## config.mk

```make
export PLATFORM = sky130hd
export DESIGN_NAME = elevator_disk_request_selector_top
export DESIGN_NICKNAME = d
export VERILOG_FILES = /design/src/rtl/edrs_pkg.sv /design/src/rtl/edrs_dist_cmp.sv /design/src/rtl/elevator_disk_request_selector_top.sv
export SDC_FILE = /design/constraint.sdc
export NUM_CORES = 1
export LEC_CHECK = 0
export ABC_CLOCK_PERIOD_IN_PS = 17700
export BUFFER_PORTS_ARGS = -buffer_cell sky130_fd_sc_hd__buf_2
export CORE_MARGIN = 2
export CORE_UTILIZATION = 33
export CTS_BUF_LIST = sky130_fd_sc_hd__clkbuf_8
export DETAILED_ROUTE_END_ITERATION = 6
export HOLD_SLACK_MARGIN = 0.03
export MAX_ROUTING_LAYER = met4
export SLEW_MARGIN = 30
export SYNTH_ARGS = -nofsm -noshare
export SYNTH_HDL_FRONTEND = slang
export SYNTH_SLANG_ARGS = --single-unit
export TNS_END_PERCENT = 1
```

## constraint.sdc

```tcl
create_clock -name clk -period 17.7 [get_ports clk]
set_clock_uncertainty 0.2 [all_clocks]
set_input_delay 2.655 -clock clk [delete_from_list [all_inputs] [get_ports clk]]
set_output_delay 2.655 -clock clk [all_outputs]
set_load 0.1 [all_outputs]
```

## src/rtl/edrs_pkg.sv

```systemverilog
// shared types and constants for the elevator disk request selector
package edrs_pkg;

  localparam int SLOTS    = 16;
  localparam int SLOT_W   = 4;
  localparam int TRACK_W  = 7;
  localparam int SECTOR_W = 3;
  localparam int POS_W    = TRACK_W + SECTOR_W;

  localparam logic CMD_ENQ = 1'b0;
  localparam logic CMD_SEL = 1'b1;

  localparam logic DIR_UP   = 1'b0;
  localparam logic DIR_DOWN = 1'b1;

  typedef enum logic [1:0] {
    ST_IDLE,
    ST_SCAN,
    ST_CHECK,
    ST_EMIT
  } state_t;

  typedef struct packed {
    logic             qual;
    logic             better;
    logic [POS_W-1:0] span;
  } cmp_t;

endpackage

```

## src/rtl/edrs_dist_cmp.sv

```systemverilog
// shared distance and compare unit used once per scanned slot
module edrs_dist_cmp (
  input  logic [edrs_pkg::POS_W-1:0] head_pos,
  input  logic [edrs_pkg::POS_W-1:0] req_pos,
  input  logic                       dir,
  input  logic                       pending,
  input  logic                       best_found,
  input  logic [edrs_pkg::POS_W-1:0] best_dist,
  output edrs_pkg::cmp_t             res
);

  logic [edrs_pkg::POS_W:0] diff;

  always_comb begin
    if (dir == edrs_pkg::DIR_DOWN) begin
      diff = {1'b0, head_pos} - {1'b0, req_pos};
    end else begin
      diff = {1'b0, req_pos} - {1'b0, head_pos};
    end
    res.span   = diff[edrs_pkg::POS_W-1:0];
    res.qual   = pending && !diff[edrs_pkg::POS_W];
    res.better = res.qual && (!best_found || (res.span < best_dist));
  end

endmodule

```

## src/rtl/elevator_disk_request_selector_top.sv

```systemverilog
// top level of the elevator disk request selector
// An enqueue request is written into its slot in the accept cycle and marks it pending.
// A select request scans the 16 slots one per cycle through a single distance/compare
// unit, keeping the nearest pending entry ahead of the head (lowest slot on a tie).
// If none lies ahead, the direction flips and a second scan runs. The input stalls
// from accept until the result is handed to the output register. An empty table
// gives found = 0 with zeroed fields and the flipped direction. The result sits in
// an output register, so the next request is taken while it waits.
module elevator_disk_request_selector_top (
  input  logic                          clk,
  input  logic                          rst,
  input  logic                          in_valid,
  output logic                          in_stall,
  input  logic                          command,
  input  logic [edrs_pkg::SLOT_W-1:0]   slot,
  input  logic [edrs_pkg::TRACK_W-1:0]  req_track_in,
  input  logic [edrs_pkg::SECTOR_W-1:0] req_sector_in,
  input  logic                          req_write_in,
  output logic                          out_valid,
  input  logic                          out_stall,
  output logic                          found,
  output logic [edrs_pkg::SLOT_W-1:0]   chosen_slot,
  output logic [edrs_pkg::TRACK_W-1:0]  chosen_track,
  output logic [edrs_pkg::SECTOR_W-1:0] chosen_sector,
  output logic                          chosen_write,
  output logic                          sweep_dir
);

  edrs_pkg::state_t state, state_next;

  logic [edrs_pkg::TRACK_W-1:0]  tbl_track  [edrs_pkg::SLOTS];
  logic [edrs_pkg::SECTOR_W-1:0] tbl_sector [edrs_pkg::SLOTS];
  logic                          tbl_write  [edrs_pkg::SLOTS];
  logic [edrs_pkg::SLOTS-1:0]    pending;

  logic [edrs_pkg::TRACK_W-1:0]  head_track;
  logic [edrs_pkg::SECTOR_W-1:0] head_sector;
  logic                          direction;

  logic [edrs_pkg::SLOT_W-1:0]   idx;
  logic                          pass;
  logic                          best_found;
  logic [edrs_pkg::POS_W-1:0]    best_dist;
  logic [edrs_pkg::SLOT_W-1:0]   best_slot;
  logic [edrs_pkg::TRACK_W-1:0]  best_track;
  logic [edrs_pkg::SECTOR_W-1:0] best_sector;
  logic                          best_write;

  logic                          accept;
  logic                          start_sel;
  logic                          do_enq;
  logic                          scan_step;
  logic                          last_idx;
  logic                          restart;
  logic                          emit_go;

  edrs_pkg::cmp_t                cmp;

  assign accept    = in_valid && !in_stall;
  assign do_enq    = accept && (command == edrs_pkg::CMD_ENQ);
  assign start_sel = accept && (command == edrs_pkg::CMD_SEL);
  assign last_idx  = (idx == edrs_pkg::SLOT_W'(edrs_pkg::SLOTS - 1));

  edrs_dist_cmp u_cmp (
    .head_pos   ({head_track, head_sector}),
    .req_pos    ({tbl_track[idx], tbl_sector[idx]}),
    .dir        (direction),
    .pending    (pending[idx]),
    .best_found (best_found),
    .best_dist  (best_dist),
    .res        (cmp)
  );

  // next state
  always_comb begin
    state_next = state;
    unique case (state)
      edrs_pkg::ST_IDLE: begin
        if (start_sel) state_next = edrs_pkg::ST_SCAN;
      end
      edrs_pkg::ST_SCAN: begin
        if (last_idx) state_next = edrs_pkg::ST_CHECK;
      end
      edrs_pkg::ST_CHECK: begin
        if (best_found || pass) begin
          state_next = edrs_pkg::ST_EMIT;
        end else begin
          state_next = edrs_pkg::ST_SCAN;
        end
      end
      edrs_pkg::ST_EMIT: begin
        if (emit_go) state_next = edrs_pkg::ST_IDLE;
      end
      default: state_next = edrs_pkg::ST_IDLE;
    endcase
  end

  // sequencer outputs
  always_comb begin
    in_stall  = 1'b1;
    scan_step = 1'b0;
    restart   = 1'b0;
    emit_go   = 1'b0;
    unique case (state)
      edrs_pkg::ST_IDLE:  in_stall  = 1'b0;
      edrs_pkg::ST_SCAN:  scan_step = 1'b1;
      edrs_pkg::ST_CHECK: restart   = !best_found && !pass;
      edrs_pkg::ST_EMIT:  emit_go   = !out_valid || !out_stall;
      default: in_stall = 1'b1;
    endcase
  end

  always_ff @(posedge clk) begin
    if (rst) begin
      state <= edrs_pkg::ST_IDLE;
    end else begin
      state <= state_next;
    end
  end

  // request table
  always_ff @(posedge clk) begin
    if (do_enq) begin
      tbl_track[slot]  <= req_track_in;
      tbl_sector[slot] <= req_sector_in;
      tbl_write[slot]  <= req_write_in;
    end
  end

  always_ff @(posedge clk) begin
    if (rst) begin
      pending     <= '0;
      head_track  <= '0;
      head_sector <= '0;
      direction   <= edrs_pkg::DIR_UP;
    end else begin
      if (do_enq) pending[slot] <= 1'b1;
      if (restart) direction <= ~direction;
      if (emit_go && best_found) begin
        pending[best_slot] <= 1'b0;
        head_track         <= best_track;
        head_sector        <= best_sector;
      end
    end
  end

  // scan control
  always_ff @(posedge clk) begin
    if (rst) begin
      idx        <= '0;
      pass       <= 1'b0;
      best_found <= 1'b0;
    end else begin
      if (start_sel) begin
        idx        <= '0;
        pass       <= 1'b0;
        best_found <= 1'b0;
      end else if (restart) begin
        idx        <= '0;
        pass       <= 1'b1;
        best_found <= 1'b0;
      end else if (scan_step) begin
        idx <= idx + 1'b1;
        if (cmp.better) best_found <= 1'b1;
      end
    end
  end

  // best candidate so far
  always_ff @(posedge clk) begin
    if (scan_step && cmp.better) begin
      best_dist   <= cmp.span;
      best_slot   <= idx;
      best_track  <= tbl_track[idx];
      best_sector <= tbl_sector[idx];
      best_write  <= tbl_write[idx];
    end
  end

  // output register
  always_ff @(posedge clk) begin
    if (rst) begin
      out_valid <= 1'b0;
    end else if (emit_go) begin
      out_valid <= 1'b1;
    end else if (!out_stall) begin
      out_valid <= 1'b0;
    end
  end

  always_ff @(posedge clk) begin
    if (emit_go) begin
      found     <= best_found;
      sweep_dir <= direction;
      if (best_found) begin
        chosen_slot   <= best_slot;
        chosen_track  <= best_track;
        chosen_sector <= best_sector;
        chosen_write  <= best_write;
      end else begin
        chosen_slot   <= '0;
        chosen_track  <= '0;
        chosen_sector <= '0;
        chosen_write  <= 1'b0;
      end
    end
  end

endmodule

```

==> impl_metrics.toml, run 1 <==
[sta]
slew_headroom = 0.430
period_needed_ns = 5.40
period_share = 0.305
hold_viol = 0
tightest_slew_ns = 0.854
rsz0062_at_grt = "false"
finalSetupViolCount = 0
timing.setup.tns_ns = 0
slew_viol_final = 0
hold_ws_ns = 0.274
fmax_mhz = 185

[placed_design]
routabilityCongestion = 0.865
io_buffers = 38
dp.cells = 1134
dp_hpwl_mm = 14.5

[power]
p_int_uw = 947
pwr_density_cell_mw_per_mm2 = 98.1
p_comb_frac = 0.046
power_switching_uw = 271
vdd_drop_max_mv = 0.0593
clockPowerShare = 0.409
pwr-share-seq = 0.546
swShare = 0.222
power.leakage_nw = 4.15

[routing]
first_pass_iters = 4
routed_wl_mm = 23.6
ant_nets = 0
wl_per_cell_um = 19.5
avgViaCountPerCell = 4.90
drc = 0
vias = 5944
drt_iter0_drc = 472

[clock_network]
clk_pin_slew_ns = 0.06
cts_buffers = 43
cts_buffer_depth = 3
hold_buffers = 0
cts-root-buf = "clkbuf_8"
postCtsSetupRepairBufs = 0
cts_resized = 0
clkSinkCount = 258
cts_tree = "done"
htree_levels = 2
insertion_delay_ns = 0.55

[logic_synthesis]
synth.avg_cell_area_um2 = 16.2
ys_warn_count = 0
postSynthCellCount = 670
synth_area_mm2 = 0.0108
synth_cell_types = 56
synth-edff-count = 218
postSynth.asyncResetShare = 0
ys_ff_latch = 258
ys_seq_area_frac = 0.678
syn_nets = 722
synthFlopType = "edfxtp_1"

[global_routing]
grt_max_degree = 41
antenna_found_initial = 2
busiest_layer = "met2"
gr-usage-met2 = 0.239
use_met1 = 0.180
grtUsageTotal = 0.145
overflow = 0
grt_pass1_wl_mm = 35.9
met3_usage = 0.0279
grt_pass1_vias = 6156

[worst_hold_path]
hp-start = "out_valid$_SDFFE_PP0P_"
hold_end = "out_valid$_SDFFE_PP0P_"
min_path_cells = 2
min_path_type = "register to register"

[worst_setup_path]
reg2reg_to = "best_sector[0]$_DFFE_PP_"
cp.buffers_inverters = 2
cp_data_arrival_time_ns = 5.41
critical_path_depth = 16
critPathMaxFanout = 40
rr_worst_depth = 16
critical_path_required_ns = 17.70
slowest_stage = "buf_4"
crit_family = "compound AO/OA/AOI/OAI gates"
worstSetupEndpointType = "register"
worstSetupPathType = "register to register"
reg2reg_setup_slack_ns = 12.30
slowest_delay_ns = 0.63
startpoint_type = "register"
cp_cell_sequence = "buf_4, mux4_2, mux4_2, ha_1, a211oi_1, a31o_2, a32oi_1, a31oi_1, xnor2_1, ha_1, a21oi_1, o21ai_0, a21oi_1, o21ai_0, a21oi_2, buf_4"

[flow_run]
cap_violations = 0

[finish]
fill_cells = 3040
final_common_cell = "edfxtp_1"
final_cell_mix = "218 x edfxtp_1, 54 x mux4_2, 52 x inv_1"
fin_nets = 790
final_cells = 1212
syn_to_final_growth_pct = 14.5
final_core_util = 0.382
drive_gt1_frac = 0.241

[floorplanning]
rows = 66
start_util = 0.334
die_area_mm2 = 0.0343
pin_count = 39
chipHeight_um = 185
fp.dieW_um = 185
coreArea_mm2 = 0.0325

[outcome]
outcome = "completed"
==> worst max path at each step <==
stage / start / slack [ns] / to
floorplan: register / 12.06 / best_dist[0]$_DFFE_PP_
global placement: register / 12.33 / best_track[1]$_DFFE_PP_
detailed placement: register / 12.29 / best_sector[2]$_DFFE_PP_
CTS: register / 12.25 / best_sector[0]$_DFFE_PP_
global route: register / 11.85 / best_write$_DFFE_PP_
finish: register / 12.30 / best_sector[0]$_DFFE_PP_
==> routing by layer <==
metal / vias to the layer above / routed length [um]
li1: 2729 / -
met1: 3004 / 10200
met2: 157 / 11400
met3: 54 / 1460
met4: 0 / 590
met5: - / 0
==> layout make-up <==
| type | instances | area, um2 | share of cell area |
|---|---|---|---|
| multi-input cells | 342 | 3240 | 0.261 |
| flip-flops and latches | 258 | 7350 | 0.592 |
| well taps | 442 | 553 | 0.0446 |
| clock buffers | 44 | 606 | 0.0488 |
| repair buffers | 55 | 322 | 0.0259 |
| inverters | 38 | 143 | 0.0115 |
| diodes | 2 | 5.00 | 0.000403 |
| clock inverters | 31 | 196 | 0.0158 |
==> power groups by stage <==
stage	registers (mW)	logic (mW)	clock network [mW]
floorplan	0.676	0.0386	0
global placement	0.677	0.0550	0
detailed placement	0.677	0.0560	0
CTS	0.664	0.0563	0.513
global route	0.664	0.0613	0.539
finish	0.664	0.0558	0.498
==> kinds of logic after synthesis <==
logic type / synth area share
AOI/OAI and AO/OA: 0.0533
DFF: 0.678
xor gates and xnor gates: 0.00889
adders and majority gates: 0.0383
and+or+nand+nor: 0.0637
buffers and inverters: 0.0283
muxes: 0.130
==> registers in the layout (all words and copies together) (netlist names), 2 cells and up, named ones only <==
signal         count
state              2
tbl_track        112
tbl_write         16
best_sector        3
chosen_sector      3
chosen_slot        4
best_dist         10
best_track         7
head_track         7
pending           16
idx                4
best_slot          4
tbl_sector        48
chosen_track       7
head_sector        3
==> worst register-to-register path: cells and delay by family, from the launching register on <==
kind / cells / cell delay, ns
compound gates: 9 / 1.48
xor+xnor: 1 / 0.23
fa+ha+maj: 2 / 0.72
buf+inv: 2 / 0.99
flops: 1 / 0.31
mux: 2 / 1.13
==> through the flow <==
stage               instance area [um2]  setup slack [ns]  power, mW
floorplan                         10800             12.06      0.714
global placement                  11600             12.33      0.732
detailed placement                11600             12.29      0.733
CTS                               12400             12.25       1.23
global route                      12400             11.85       1.26
finish                            12400             12.30       1.22
==> synth_stat cells (2+ instances only) <==
cell | n | area [um2]
edfxtp_1 | 218 | 6550
mux4_2 | 54 | 1220
nand2_1 | 44 | 165
dfxtp_1 | 40 | 801
inv_1 | 37 | 139
a21oi_1 | 36 | 180
nor2_1 | 35 | 131
ha_1 | 30 | 375
a211oi_1 | 17 | 128
clkbuf_1 | 16 | 60.1
and2_1 | 15 | 93.8
nor3_1 | 12 | 60.1
o21ai_0 | 9 | 45.0
a31oi_1 | 8 | 50.1
nor2b_1 | 7 | 43.8
buf_2 | 6 | 30.0
xnor2_1 | 6 | 52.6
buf_1 | 5 | 18.8
xor2_1 | 5 | 43.8
a311oi_1 | 4 | 35.0
mux2_2 | 4 | 45.0
mux2i_1 | 4 | 40.0
mux4_1 | 4 | 105
nand4_1 | 4 | 25.0
and3_1 | 3 | 18.8
nand2b_1 | 3 | 18.8
nand3_1 | 3 | 15.0
o211ai_1 | 3 | 22.5
a21o_1 | 2 | 15.0
and2b_1 | 2 | 15.0
buf_6 | 2 | 22.5
clkbuf_8 | 2 | 27.5
fa_1 | 2 | 40.0
nand3b_1 | 2 | 15.0
nor4_1 | 2 | 12.5
o21a_1 | 2 | 15.0
o31ai_1 | 2 | 15.0
or2b_2 | 2 | 17.5
Note: power is estimated with default switching activity, not from simulation.
==> run 2: changes to the inputs <==
ABC_CLOCK_PERIOD_IN_PS = 5320   (was 17700)
clock period = 5.32 ns   (was 17.7 ns; I/O delays follow)
==> run 2 against run 1 <==
Die area stayed put. Non-clock buffer count is 2 higher. Count of clock-buffer cells in the layout stayed put. Clock power grew to 3.2 times the previous value. Fmax is 10% higher. Final cell count is 0.66% higher. Global-route usage is 0.13 points higher. Sequential share of layout area is 0.19 points lower. Register-to-register slack worse by 12 ns. Final area is 0.32% higher. Worst hold slack better by 0.013 ns. Largest cell class unchanged. Highest routed layer unchanged.
==> impl_metrics.toml, run 2 (same netlist as run 1, synthesis figures left out) <==
[routing]
ant_nets = 0
drc = 0
avgViaCountPerCell = 4.90
vias = 5976
first_pass_iters = 4
routed_wl_mm = 23.6
drt_iter0_drc = 462
wl_per_cell_um = 19.4

[finish]
drive_gt1_frac = 0.237
design_area_mm2 = 0.0125
reg_top3 = "tbl_track (112), tbl_sector (48)"
largest_reg_flops = 112
largest_register = "tbl_track"
final_core_util = 0.384
fin_nets = 793
final_common_cell = "edfxtp_1"
syn_to_final_growth_pct = 14.9
final_cell_mix = "218 x edfxtp_1, 57 x inv_1, 54 x mux4_2"

[clock_network]
clk_pin_slew_ns = 0.06
hold_buffers = 0
cts_buffers = 44
htree_levels = 2
cts_tree = "done"
cts_buffer_depth = 3
insertion_delay_ns = 0.56
cts-root-buf = "clkbuf_8"
clkSinkCount = 258

[worst_setup_path]
slowest_delay_ns = 0.55
critical_path_required_ns = 5.36
cp_data_arrival_time_ns = 4.94
worstSetupEndpointType = "register"
startpoint_type = "register"
worstSetupPathType = "register to register"
rr_worst_depth = 15
cpMostUsedCell = "o21ai_0"
cp_cell_sequence = "buf_12, mux4_2, mux4_2, ha_1, o21ai_0, a32oi_1, a31oi_1, xnor2_1, ha_1, a21oi_1, o21ai_0, a21oi_1, o21ai_0, a21oi_2, buf_12"
critPathMaxFanout = 23
slowest_stage = "mux4_2"

[power]
p_int_mw = 3.11
pwr-share-seq = 0.551
vdd_drop_max_mv = 0.184
swShare = 0.225
power.leakage_nw = 4.18
clockPowerShare = 0.402
p_comb_frac = 0.046
power_switching_uw = 903
pwr_density_cell_mw_per_mm2 = 322

[outcome]
outcome = "completed"

[worst_hold_path]
min_path_cells = 2
min_path_type = "register to register"

[global_routing]
grt_max_degree = 32
grtUsageTotal = 0.147
overflow = 0
grt_pass1_vias = 6130
antenna_found_initial = 3
grt_pass1_wl_mm = 36.4

[sta]
slew_viol_final = 0
period_needed_ns = 4.90
finalSetupViolCount = 0
tightest_slew_ns = 0.947
rsz0062_at_grt = "false"
hold_viol = 0
timing.setup.tns_ns = 0
period_share = 0.921
fmax_mhz = 204
setup_ws_ns = 0.420
slew_headroom = 0.368

[floorplanning]
coreArea_mm2 = 0.0325
start_util = 0.334
chipHeight_um = 185
die_area_mm2 = 0.0343
pin_count = 39
rows = 66
fp.dieW_um = 185

[flow_run]
cap_violations = 0

[placed_design]
io_buffers = 38
placed_area_mm2 = 0.0116
dp_slack_ns = 0.347
routabilityCongestion = 0.867
dp_hpwl_mm = 15.0
run 2: changes by cell type in the layout (fill, tap and decap cells not counted), sizes merged:
cell,before,now
inv,55,59
clkinv,11,14
buf,55,57
bufinv,2,1
clkinvlp,1,0
diode,2,3
run 2: cell type report:
cell class	count	area, um2
Antenna cell	3	7.51
Clock buffer	44	606
Clock inverter	36	191
Fill cell	3044	20000
Inverter	38	143
Multi-Input combinational cell	342	3230
Sequential cell	258	7350
Tap cell	442	553
Timing Repair Buffer	57	374
run 2: power by group through the flow:
stage / clock (mW) / sequential, mW / combinational (mW)
final: 1.61 / 2.21 / 0.185
after global routing: 1.76 / 2.21 / 0.206
after CTS: 1.67 / 2.21 / 0.187
after detailed placement: 0 / 2.25 / 0.187
after global placement: 0 / 2.25 / 0.183
after floorplan: 0 / 2.25 / 0.129
run 2: path summary, 6_finish.rpt:
kind,startpoint,slack (ns),to
max,register,0.42,best_slot[3]$_DFFE_PP_
min,head_sector[0]$_SDFFE_PP0P_,0.29,head_sector[0]$_SDFFE_PP0P_
max reg2reg,register,0.42,best_slot[3]$_DFFE_PP_
min reg2reg,head_sector[0]$_SDFFE_PP0P_,0.29,head_sector[0]$_SDFFE_PP0P_
run 2: repair_timing:
item                       in CTS  in global routing
resized for setup               0                  1
setup endpoints to repair       0                 23
buffers inserted                0                  0
run 2: per-layer routing:
metal  up-vias  global-route usage  wire [um]  share of wire
met1      3020               0.187      10400           0.44
met2       155               0.232      11400           0.48
li1       2744                   -          -              -
met4         0              0.0543        684          0.029
met3        57              0.0309       1220          0.052
met5         -                   -          0              0
run 2: worst max-delay path: cells and delay by family, from the launching register on:
family / cells / cell delay, ns
AO/OA/AOI/OAI: 8 / 1.36
XOR/XNOR: 1 / 0.26
adder cells (fa/ha/maj): 2 / 0.71
buffers and inverters: 2 / 0.49
flip-flops: 1 / 0.46
multiplexers: 2 / 1.10
run 2: through the flow:
step / power (mW) / hold slack, ns / std cells
6_report: 4.01 / 0.287 / 1220
5_1_grt: 4.18 / 0.309 / 1220
4_1_cts: 4.07 / 0.288 / 1217
3_5_place_dp: 2.44 / 0.276 / 1137
3_3_place_gp: 2.44 / 0.262 / 1137
2_1_floorplan: 2.38 / 0.224 / 670
==> run 3: changes to the inputs <==
CORE_UTILIZATION = 40   (was 33)
==> run 3 against run 2 <==
Critical path depth increased by 1. Count of clock-buffer cells in the layout unchanged. Clock power about the same. Largest power group unchanged.
==> impl_metrics.toml, run 3 (same netlist as run 1, synthesis figures left out) <==
[clock_network]
cts-root-buf = "clkbuf_8"
postCtsSetupRepairBufs = 0
cts_resized = 0
clkSinkCount = 258
hold_buffers = 0
insertion_delay_ns = 0.57
clk_pin_slew_ns = 0.06
cts_buffer_depth = 3
htree_levels = 2
cts_tree = "done"
cts_buffers = 43

[finish]
reg_top3 = "tbl_track (112), tbl_sector (48)"
fin_nets = 792
seqCellArea_mm2 = 0.00735
final_core_util = 0.459
fill_cells = 2319
multi_input_area_mm2 = 0.00322
largest_reg_flops = 112
drive_gt1_frac = 0.245
final_cells = 1115
syn_to_final_growth_pct = 13.4
final_common_cell = "edfxtp_1"
largest_register = "tbl_track"
final_cell_mix = "218 x edfxtp_1, 54 x mux4_2, 49 x inv_1"

[sta]
period_needed_ns = 5.06
slew_headroom = 0.344
slew_viol_final = 0
rsz0062_at_grt = "false"
hold_viol = 0
period_share = 0.950
fmax_mhz = 198
finalSetupViolCount = 0
timing.setup.tns_ns = 0
hold_ws_ns = 0.282
tightest_slew_ns = 0.983

[power]
power_mw = 4.01
vdd_drop_max_mv = 0.193
pwr_density_cell_mw_per_mm2 = 326
power.leakage_nw = 4.15

[worst_setup_path]
cp_data_arrival_time_ns = 5.09
critPathMaxFanout = 40
worstSetupPathType = "register to register"
startpoint_type = "register"
worstSetupEndpointType = "register"
critical_path_required_ns = 5.35

[worst_hold_path]
min_path_type = "register to register"
hp-start = "head_track[1]$_SDFFE_PP0P_"

[routing]
drc = 0
wl_per_cell_um = 20.8
ant_nets = 0
first_pass_iters = 5
avgViaCountPerCell = 5.34
drt_iter0_drc = 306
vias = 5958
routed_wl_mm = 23.2

[global_routing]
grt_max_degree = 41
overflow = 0
grtUsageTotal = 0.173
antenna_found_initial = 1
grt_pass1_wl_mm = 36.0
grt_pass1_vias = 6275

[floorplanning]
pin_count = 39
chipHeight_um = 169
fp.dieW_um = 169
rows = 60
start_util = 0.404
die_area_mm2 = 0.0284
coreArea_mm2 = 0.0268

[placed_design]
io_buffers = 38
dp.cells = 1036
dp_hpwl_mm = 14.7
routabilityCongestion = 0.860

[outcome]
outcome = "completed"

[flow_run]
cap_violations = 0
## run 3: changes by cell type in the layout (fill, tap and decap cells not counted), sizes merged
| cell | previous run | this run |
|---|---|---|
| clkinvlp | 0 | 2 |
| inv | 59 | 50 |
| diode | 3 | 1 |
| clkinv | 14 | 19 |
## run 3: through the flow
step / instance area (um2) / setup WS, ns
floorplan: 10800 / 0.207
global placement: 11500 / 0.464
detailed placement: 11500 / 0.331
CTS: 12300 / 0.320
global route: 12300 / 0.0456
finish: 12300 / 0.264
## run 3: worst max-delay path: stages (launching register included)
cell	delay, ns
dfxtp_2	0.34
buf_12	0.30
mux4_2	0.54
mux4_2	0.53
ha_1	0.45
a211oi_1	0.16
a31o_2	0.26
a32oi_1	0.25
a31oi_1	0.16
xnor2_1	0.27
ha_1	0.30
a21oi_1	0.15
o21ai_0	0.11
a21oi_1	0.13
o21ai_0	0.13
a21oi_2	0.17
buf_4	0.28
## run 3: report_power, final
part	leakage, nW	internal, mW	switching [mW]
Clock	0.454	0.828	0.783
Combinational	1.38	0.0768	0.108
Sequential	2.32	2.20	0.00889
## run 3: cell type report
cell class                      instances  share of cell area
Antenna cell                            1            0.000204
Clock buffer                           44              0.0493
Clock inverter                         34              0.0155
Inverter                               38              0.0116
Multi-Input combinational cell        342               0.262
Sequential cell                       258               0.598
Tap cell                              341              0.0347
Timing Repair Buffer                   57              0.0291
## run 3: final timing paths
path,to,slack [ns],depth (start not counted)
worst max-delay path,best_track[1]$_DFFE_PP_,0.26,16
worst min-delay path,head_track[1]$_SDFFE_PP0P_,0.28,2
worst max register to register,best_track[1]$_DFFE_PP_,0.26,16
worst min register to register,head_track[1]$_SDFFE_PP0P_,0.28,2
## run 3: layer usage
layer / share of wire / vias up / global-route usage
li1: - / 2742 / -
met1: 0.42 / 3009 / 0.211
met5: 0 / - / -
met3: 0.044 / 47 / 0.0320
met4: 0.029 / 0 / 0.0686
met2: 0.50 / 160 / 0.288
